==> config.mk <==
export PLATFORM = sky130hd
export DESIGN_NAME = kwp_frame_assembler
export DESIGN_NICKNAME = d
export VERILOG_FILES = /design/src/hw/rtl/kfa_pkg.sv /design/src/hw/rtl/kfa_cfg_regs.sv /design/src/hw/rtl/kfa_frame_build.sv /design/src/hw/rtl/kfa_out_stage.sv /design/src/hw/rtl/kwp_frame_assembler.sv
export SDC_FILE = /design/constraint.sdc
export NUM_CORES = 1
export LEC_CHECK = 0
export BUFFER_PORTS_ARGS = -buffer_cell sky130_fd_sc_hd__buf_2
export CAP_MARGIN = 20
export CORE_MARGIN = 3
export CORE_UTILIZATION = 25
export CTS_CLUSTER_SIZE = 40
export DETAILED_ROUTE_END_ITERATION = 8
export PLACE_DENSITY = 0.38
export SLEW_MARGIN = 15
export SYNTH_ARGS = -nofsm -noshare
export SYNTH_HDL_FRONTEND = slang
export SYNTH_SLANG_ARGS = --single-unit
==> constraint.sdc <==
create_clock -name i_clk -period 7.4 [get_ports i_clk]
set_input_delay 0.74 -clock i_clk [delete_from_list [all_inputs] [get_ports i_clk]]
set_output_delay 0.74 -clock i_clk [all_outputs]
set_load 0.05 [all_outputs]
==> src/hw/rtl/kfa_pkg.sv <==
// Shared types and constants of the diagnostic frame assembler.
`default_nettype none
package kfa_pkg;

    localparam logic [7:0] FMT_BASE  = 8'h80;
    localparam logic [7:0] LEN_MASK  = 8'h3F;
    localparam int         MAX_BYTES = 6;
    localparam int         CNT_W     = 3;
    localparam int         IDX_W     = 2;

    localparam logic [IDX_W-1:0] REG_TARGET = 2'd0;
    localparam logic [IDX_W-1:0] REG_SOURCE = 2'd1;
    localparam logic [IDX_W-1:0] REG_LONG   = 2'd2;

    typedef struct packed {
        logic [7:0] target_address;
        logic [7:0] source_address;
        logic       long_header;
    } t_cfg;

    // Bytes caused by one input word, in output order.
    typedef struct packed {
        logic [MAX_BYTES-1:0][7:0] bytes;
        logic [CNT_W-1:0]          count;
        logic                      has_chk;
        logic                      err;
    } t_burst;

endpackage
`default_nettype wire

==> src/hw/rtl/kfa_cfg_regs.sv <==
// Configuration register file of the frame assembler.
`default_nettype none
module kfa_cfg_regs (
    input  wire logic                      i_clk,
    input  wire logic                      i_rst_n,
    input  wire logic                      i_cfg_valid,
    input  wire logic [kfa_pkg::IDX_W-1:0] i_cfg_index,
    input  wire logic [7:0]                i_cfg_data,
    output kfa_pkg::t_cfg                  o_cfg
);

    kfa_pkg::t_cfg r_cfg;

    always_ff @(posedge i_clk) begin
        if (!i_rst_n) begin
            r_cfg <= '0;
        end else if (i_cfg_valid) begin
            unique case (i_cfg_index)
                kfa_pkg::REG_TARGET: r_cfg.target_address <= i_cfg_data;
                kfa_pkg::REG_SOURCE: r_cfg.source_address <= i_cfg_data;
                kfa_pkg::REG_LONG:   r_cfg.long_header    <= i_cfg_data[0];
                default: ;
            endcase
        end
    end

    assign o_cfg = r_cfg;

endmodule
`default_nettype wire

==> src/hw/rtl/kfa_frame_build.sv <==
// Frame state and composition of the byte burst for each input word.
`default_nettype none
module kfa_frame_build (
    input  wire logic          i_clk,
    input  wire logic          i_rst_n,
    input  kfa_pkg::t_cfg      i_cfg,
    input  wire logic          i_valid,
    output logic               o_ready,
    input  wire logic [7:0]    i_payload_byte,
    input  wire logic [7:0]    i_frame_length,
    input  wire logic          i_burst_done,
    output logic               o_burst_valid,
    output kfa_pkg::t_burst    o_burst
);

    logic            r_in_frame, n_in_frame;
    logic [7:0]      r_bytes_left, n_bytes_left;
    logic [7:0]      r_sum, n_sum;
    logic            r_burst_valid;
    kfa_pkg::t_burst r_burst, n_burst;

    logic                     w_accept;
    logic [7:0]               w_len;
    logic [7:0]               w_cnt;
    logic [7:0]               w_total;
    logic [kfa_pkg::CNT_W-1:0] w_pos;
    logic                     w_chk;

    assign o_ready  = !r_burst_valid || i_burst_done;
    assign w_accept = i_valid && o_ready;

    always_comb begin
        n_burst = '0;
        w_len   = (i_frame_length == 8'd0) ? 8'd1 : i_frame_length;
        if (!r_in_frame) begin
            n_burst.err      = !i_cfg.long_header && (w_len > kfa_pkg::LEN_MASK);
            n_burst.bytes[0] = kfa_pkg::FMT_BASE | (w_len & kfa_pkg::LEN_MASK);
            n_burst.bytes[1] = i_cfg.target_address;
            n_burst.bytes[2] = i_cfg.source_address;
            w_total = n_burst.bytes[0] + i_cfg.target_address + i_cfg.source_address
                    + i_payload_byte;
            if (i_cfg.long_header) begin
                n_burst.bytes[3] = w_len;
                n_burst.bytes[4] = i_payload_byte;
                w_total          = w_total + w_len;
                w_pos            = 3'd5;
            end else begin
                n_burst.bytes[3] = i_payload_byte;
                w_pos            = 3'd4;
            end
            w_cnt = w_len;
        end else begin
            n_burst.bytes[0] = i_payload_byte;
            w_total          = r_sum + i_payload_byte;
            w_pos            = 3'd1;
            w_cnt            = r_bytes_left;
        end
        n_bytes_left = (w_cnt != 8'd0) ? w_cnt - 8'd1 : 8'd0;
        w_chk        = (n_bytes_left == 8'd0);
        if (w_chk) begin
            n_burst.bytes[w_pos] = w_total;
        end
        n_burst.has_chk = w_chk;
        n_burst.count   = w_pos + {{(kfa_pkg::CNT_W-1){1'b0}}, w_chk};
        n_in_frame      = !w_chk;
        n_sum           = w_chk ? 8'd0 : w_total;
    end

    always_ff @(posedge i_clk) begin
        if (!i_rst_n) begin
            r_in_frame    <= 1'b0;
            r_bytes_left  <= 8'd0;
            r_sum         <= 8'd0;
            r_burst_valid <= 1'b0;
        end else if (w_accept) begin
            r_in_frame    <= n_in_frame;
            r_bytes_left  <= n_bytes_left;
            r_sum         <= n_sum;
            r_burst_valid <= 1'b1;
        end else if (i_burst_done) begin
            r_burst_valid <= 1'b0;
        end
    end

    always_ff @(posedge i_clk) begin
        if (w_accept) begin
            r_burst <= n_burst;
        end
    end

    assign o_burst_valid = r_burst_valid;
    assign o_burst       = r_burst;

endmodule
`default_nettype wire

==> src/hw/rtl/kfa_out_stage.sv <==
// Walks a byte burst one word per cycle into the output register, stalling while i_ready is low.
`default_nettype none
module kfa_out_stage (
    input  wire logic       i_clk,
    input  wire logic       i_rst_n,
    input  wire logic       i_burst_valid,
    input  kfa_pkg::t_burst i_burst,
    output logic            o_burst_done,
    output logic            o_valid,
    input  wire logic       i_ready,
    output logic [7:0]      o_frame_byte,
    output logic            o_frame_last,
    output logic            o_length_error
);

    logic [kfa_pkg::CNT_W-1:0] r_idx;
    logic                      r_valid;
    logic [7:0]                r_byte;
    logic                      r_last;
    logic                      r_err;
    logic                      w_load;
    logic                      w_final;

    assign w_load       = i_burst_valid && (!r_valid || i_ready);
    assign w_final      = (r_idx == i_burst.count - 3'd1);
    assign o_burst_done = w_load && w_final;

    always_ff @(posedge i_clk) begin
        if (!i_rst_n) begin
            r_idx   <= '0;
            r_valid <= 1'b0;
        end else begin
            if (w_load) begin
                r_valid <= 1'b1;
                r_idx   <= w_final ? '0 : r_idx + 3'd1;
            end else if (i_ready) begin
                r_valid <= 1'b0;
            end
        end
    end

    always_ff @(posedge i_clk) begin
        if (w_load) begin
            r_byte <= i_burst.bytes[r_idx];
            r_last <= w_final && i_burst.has_chk;
            r_err  <= i_burst.err;
        end
    end

    assign o_valid        = r_valid;
    assign o_frame_byte   = r_byte;
    assign o_frame_last   = r_last;
    assign o_length_error = r_err;

endmodule
`default_nettype wire

==> src/hw/rtl/kwp_frame_assembler.sv <==
// Top level of the diagnostic request frame assembler.
//
//  channel | dir | handshake                 | word
//  --------+-----+---------------------------+-----------------------------------
//  in      | in  | i_in_valid / o_in_ready   | i_payload_byte, i_frame_length
//  out     | out | o_out_valid / i_out_ready | o_frame_byte, o_frame_last,
//          |     |                           | o_length_error
//  cfg     | in  | i_cfg_valid / o_cfg_ready | i_cfg_index, i_cfg_data
//
// Each input word is turned into a burst of 1 to 6 output words
// (header, payload byte, checksum), held in the burst register. The output
// stage moves one word per cycle into the output register while it is free or
// i_out_ready is high; an input word causes 1 word mid-frame, 2 on the last byte of
// a frame, up to 6 on the first byte of a one-byte long-header frame. The
// single output port sets the pace at which input words are taken.
// A new input word is taken in the cycle the last word of the current burst
// moves out, even while the output register still waits on i_out_ready.
// Synchronous active-low reset clears frame state, burst and output valids
// and all configuration registers. Config writes are always ready.
`default_nettype none
module kwp_frame_assembler (
    input  wire logic                      i_clk,
    input  wire logic                      i_rst_n,
    input  wire logic                      i_in_valid,
    output logic                           o_in_ready,
    input  wire logic [7:0]                i_payload_byte,
    input  wire logic [7:0]                i_frame_length,
    output logic                           o_out_valid,
    input  wire logic                      i_out_ready,
    output logic [7:0]                     o_frame_byte,
    output logic                           o_frame_last,
    output logic                           o_length_error,
    input  wire logic                      i_cfg_valid,
    output logic                           o_cfg_ready,
    input  wire logic [kfa_pkg::IDX_W-1:0] i_cfg_index,
    input  wire logic [7:0]                i_cfg_data
);

    kfa_pkg::t_cfg   w_cfg;
    kfa_pkg::t_burst w_burst;
    logic            w_burst_valid;
    logic            w_burst_done;

    assign o_cfg_ready = 1'b1;

    kfa_cfg_regs u_cfg (
        .i_clk       (i_clk),
        .i_rst_n     (i_rst_n),
        .i_cfg_valid (i_cfg_valid),
        .i_cfg_index (i_cfg_index),
        .i_cfg_data  (i_cfg_data),
        .o_cfg       (w_cfg)
    );

    // frame state, header insertion and checksum
    kfa_frame_build u_build (
        .i_clk          (i_clk),
        .i_rst_n        (i_rst_n),
        .i_cfg          (w_cfg),
        .i_valid        (i_in_valid),
        .o_ready        (o_in_ready),
        .i_payload_byte (i_payload_byte),
        .i_frame_length (i_frame_length),
        .i_burst_done   (w_burst_done),
        .o_burst_valid  (w_burst_valid),
        .o_burst        (w_burst)
    );

    // burst serializer and output register
    kfa_out_stage u_out (
        .i_clk          (i_clk),
        .i_rst_n        (i_rst_n),
        .i_burst_valid  (w_burst_valid),
        .i_burst        (w_burst),
        .o_burst_done   (w_burst_done),
        .o_valid        (o_out_valid),
        .i_ready        (i_out_ready),
        .o_frame_byte   (o_frame_byte),
        .o_frame_last   (o_frame_last),
        .o_length_error (o_length_error)
    );

endmodule
`default_nettype wire

==> results.cfg <==
[floorplanning]
dieArea_um2 = 26640
die_height_um = 163.2
die_w_um = 163.2
initial_core_util_pct = 25.86
num_rows = 56
coreArea_um2 = 23890
top_level_ports = 44

[placement]
port_buffers = 42
place_congestion = 0.8621
dp_hpwl_um = 13650
placed_cells = 952
post-place-ws_ps = 2310

[cells_and_area]
area_delta_synth_final_pct = 13.26
diodes = 0
nets = 716
fin_cells = 968
drive_gt1_share_pct = 15.72

[setup_path]
critPathMaxFanout = 5
slowest_delay_ps = 510
crit_slowest_cell = fa_1
worstReg2RegStart = u_cfg.o_cfg[3]$_SDFFE_PN0P_
critical-path-top-delay-family = adder cells
worstSetupStartpointType = input pin
rr_endpoint = u_build.r_sum[7]$_SDFFE_PN0P_
cp_num_buf_inv = 4
cp-end-kind = register
cp_num_cells = 19
crit_chain = buf_2, inv_1, fa_1, fa_1, inv_1, ha_1, a21o_1, a21oi_1, nor4_1, a2111oi_0, inv_1, ha_1, nor3_1, o2111ai_1, o211ai_1, mux2i_1, xor2_1, nand2_1, o31ai_1
r2r_slack_ps = 2880
critPathKind = input pin to register
cpMostUsedCell = inv_1
cp.required_ps = 7670
reg2regPathDepth = 18
crit_arrival_ps = 5000

[global_routing]
antenna_found_initial = 0
grt_pass1_vias = 4673
grt_overflow = 0
grt_pass1_wl_um = 28590
grt.total_usage_pct = 14.38
grt_max_degree = 56

[clock_tree]
cts_setup_buffers = 0
postCtsHoldBufs = 0
cts_buffers = 9
insertion_delay_ps = 360
path_clk_slew_ps = 70
ctsLongestPathBuffers = 2
cts-root-buf = clkbuf_16
cts_resized = 0
clock-sinks = 102
cts_tree = yes
ctsHtreeMaxLevel = 3

[timing]
maxSlewViolCount = 0
setup-violations-final = 0
finalCritPeriodShare_pct = 63.91
tns_ps = 0
hold_viol_final = 0
fin_skew_ps = 14.17
min_period_ps = 4729
whs_ps = 462.6
fmax_ghz = 0.2115
rsz0062_at_grt = false
fin_ws_ps = 2671
slew_headroom_pct = 31.66
worst_slew_pin_slew_ps = 1025

[detailed_routing]
finalWirelength_um = 18550
routedWlPerCell_um = 19.16
vias_per_cell = 4.787
ant_nets = 0
vias = 4634
drc = 0
firstDrtPassIters = 5
drt_iter0_drc = 308

[power]
leakage_nw = 2.705
max-vdd-ir-drop_mv = 0.1079
finalPower_mw = 1.675
powerDensity_nw_per_um2 = 239.3

[yosys]
synth_ff_type = edfxtp_1
ys_types = 63
synth_edf_count = 63
synth_area_leaders = edfxtp_1 31%, dfxtp_1 13%, ha_1 5.3%
synth_cells = 619
synth.cell_area_um2 = 6178
ys_ff_latch = 102
post_synth.cell_area_avg_um2 = 9.981
async_reset_ff_share_pct = 0
synth_seq_area_share_pct = 43.26
yosys.area.top_type = edfxtp_1
yosys_warnings = 0
synth_top_area_share_pct = 30.62
synth_nets = 691

[run_status]
status = finished, final reports clean

[worst_hold_path]
worst_hold_path.endpoint = u_out.o_length_error$_DFFE_PP_
whs_path_depth = 0
worstHoldStart = u_build.o_burst[0]$_SDFFCE_PP0P_
hold_path_class = register to register

[flow_run]
cap_viol_max_count = 0
-- cell usage after synthesis, drive strengths merged, types with 4 or more instances --
master,count
mux2i,29
a21oi,44
fa,15
o211ai,4
xor2,12
o21ai,18
nand2b,8
nor2,60
xnor2,11
nor2b,7
edfxtp,63
buf,15
inv,64
clkbuf,22
nand2,49
nand3,26
mux4,9
nor3b,4
nor4,9
ha,26
o22ai,17
dfxtp,39
o2111ai,5
a211oi,8
nor3,10
-- flip-flops by register name (all words and copies together), names as in the netlist --
register	cells
u_build.o_burst	53
u_cfg.o_cfg	17
u_build.r_bytes_left	8
u_build.r_sum	8
u_out.o_frame_byte	8
u_out.r_idx	3
u_build.o_burst_valid	1
u_build.r_in_frame	1
u_out.o_frame_last	1
u_out.o_length_error	1
u_out.o_valid	1
-- area by class of cell --
type,instances,area (µm²)
Clock buffer,12,246.5
Timing Repair Buffer,51,277.8
Multi-Input combinational cell,414,3098
Fill cell,2532,16900
Tap cell,319,399.1
Inverter,66,247.7
Clock inverter,4,55.05
Sequential cell,102,2674
-- power breakdown --
part / internal (mW) / switching [mW] / leakage [nW]
logic: 0.187 / 0.316 / 1.63
registers: 0.648 / 0.0200 / 0.932
clock network: 0.275 / 0.230 / 0.143
-- kinds of logic after synthesis --
logic type                 after synthesis  share of synthesized area, %
other                                    1                       0.06070
buffers and inverters                  103                         6.683
AOI/OAI and AO/OA                      121                         12.70
muxes                                   41                         8.526
adders and majority gates               41                         10.13
DFF                                    102                         43.26
xor gates and xnor gates                24                         3.625
and+or+nand+nor                        186                         15.03
-- worst max path at each step --
stage,startpoint,to,slack (ps)
after floorplan,i_payload_byte[1],u_build.r_sum[7]$_SDFFE_PN0P_,2960
after global placement,i_payload_byte[2],u_build.r_sum[7]$_SDFFE_PN0P_,2450
after detailed placement,i_payload_byte[2],u_build.r_sum[7]$_SDFFE_PN0P_,2310
after CTS,i_payload_byte[2],u_build.r_sum[7]$_SDFFE_PN0P_,2690
after global routing,i_payload_byte[2],u_build.r_sum[7]$_SDFFE_PN0P_,2170
final,i_payload_byte[2],u_build.r_sum[7]$_SDFFE_PN0P_,2670
-- per-layer routing --
layer / up-vias / GRT usage [%] / wire (µm)
met5: - / 0 / 0
met4: 0 / 5.805 / 642
met3: 32 / 2.333 / 645
met2: 121 / 22.00 / 8166
met1: 2259 / 20.27 / 9093
li1: 2222 / - / -
-- through the flow --
stage	util, %	instance area (µm²)
2_1_floorplan	-	6178
3_3_place_gp	28.03	6696
3_5_place_dp	28.03	6696
4_1_cts	29.29	6998
5_1_grt	29.29	6998
6_report	29.29	6998
-- cells in the final DEF (no fill, tap or decap), types with 17 or more instances in the layout --
cell / count
nand2_1: 49
buf_2: 42
edfxtp_1: 63
nand3_1: 21
mux2i_1: 29
a21oi_1: 39
dfxtp_1: 38
o21ai_0: 18
nor2_1: 60
ha_1: 26
o22ai_1: 17
inv_1: 63
Note: power is estimated with default switching activity, not from simulation.
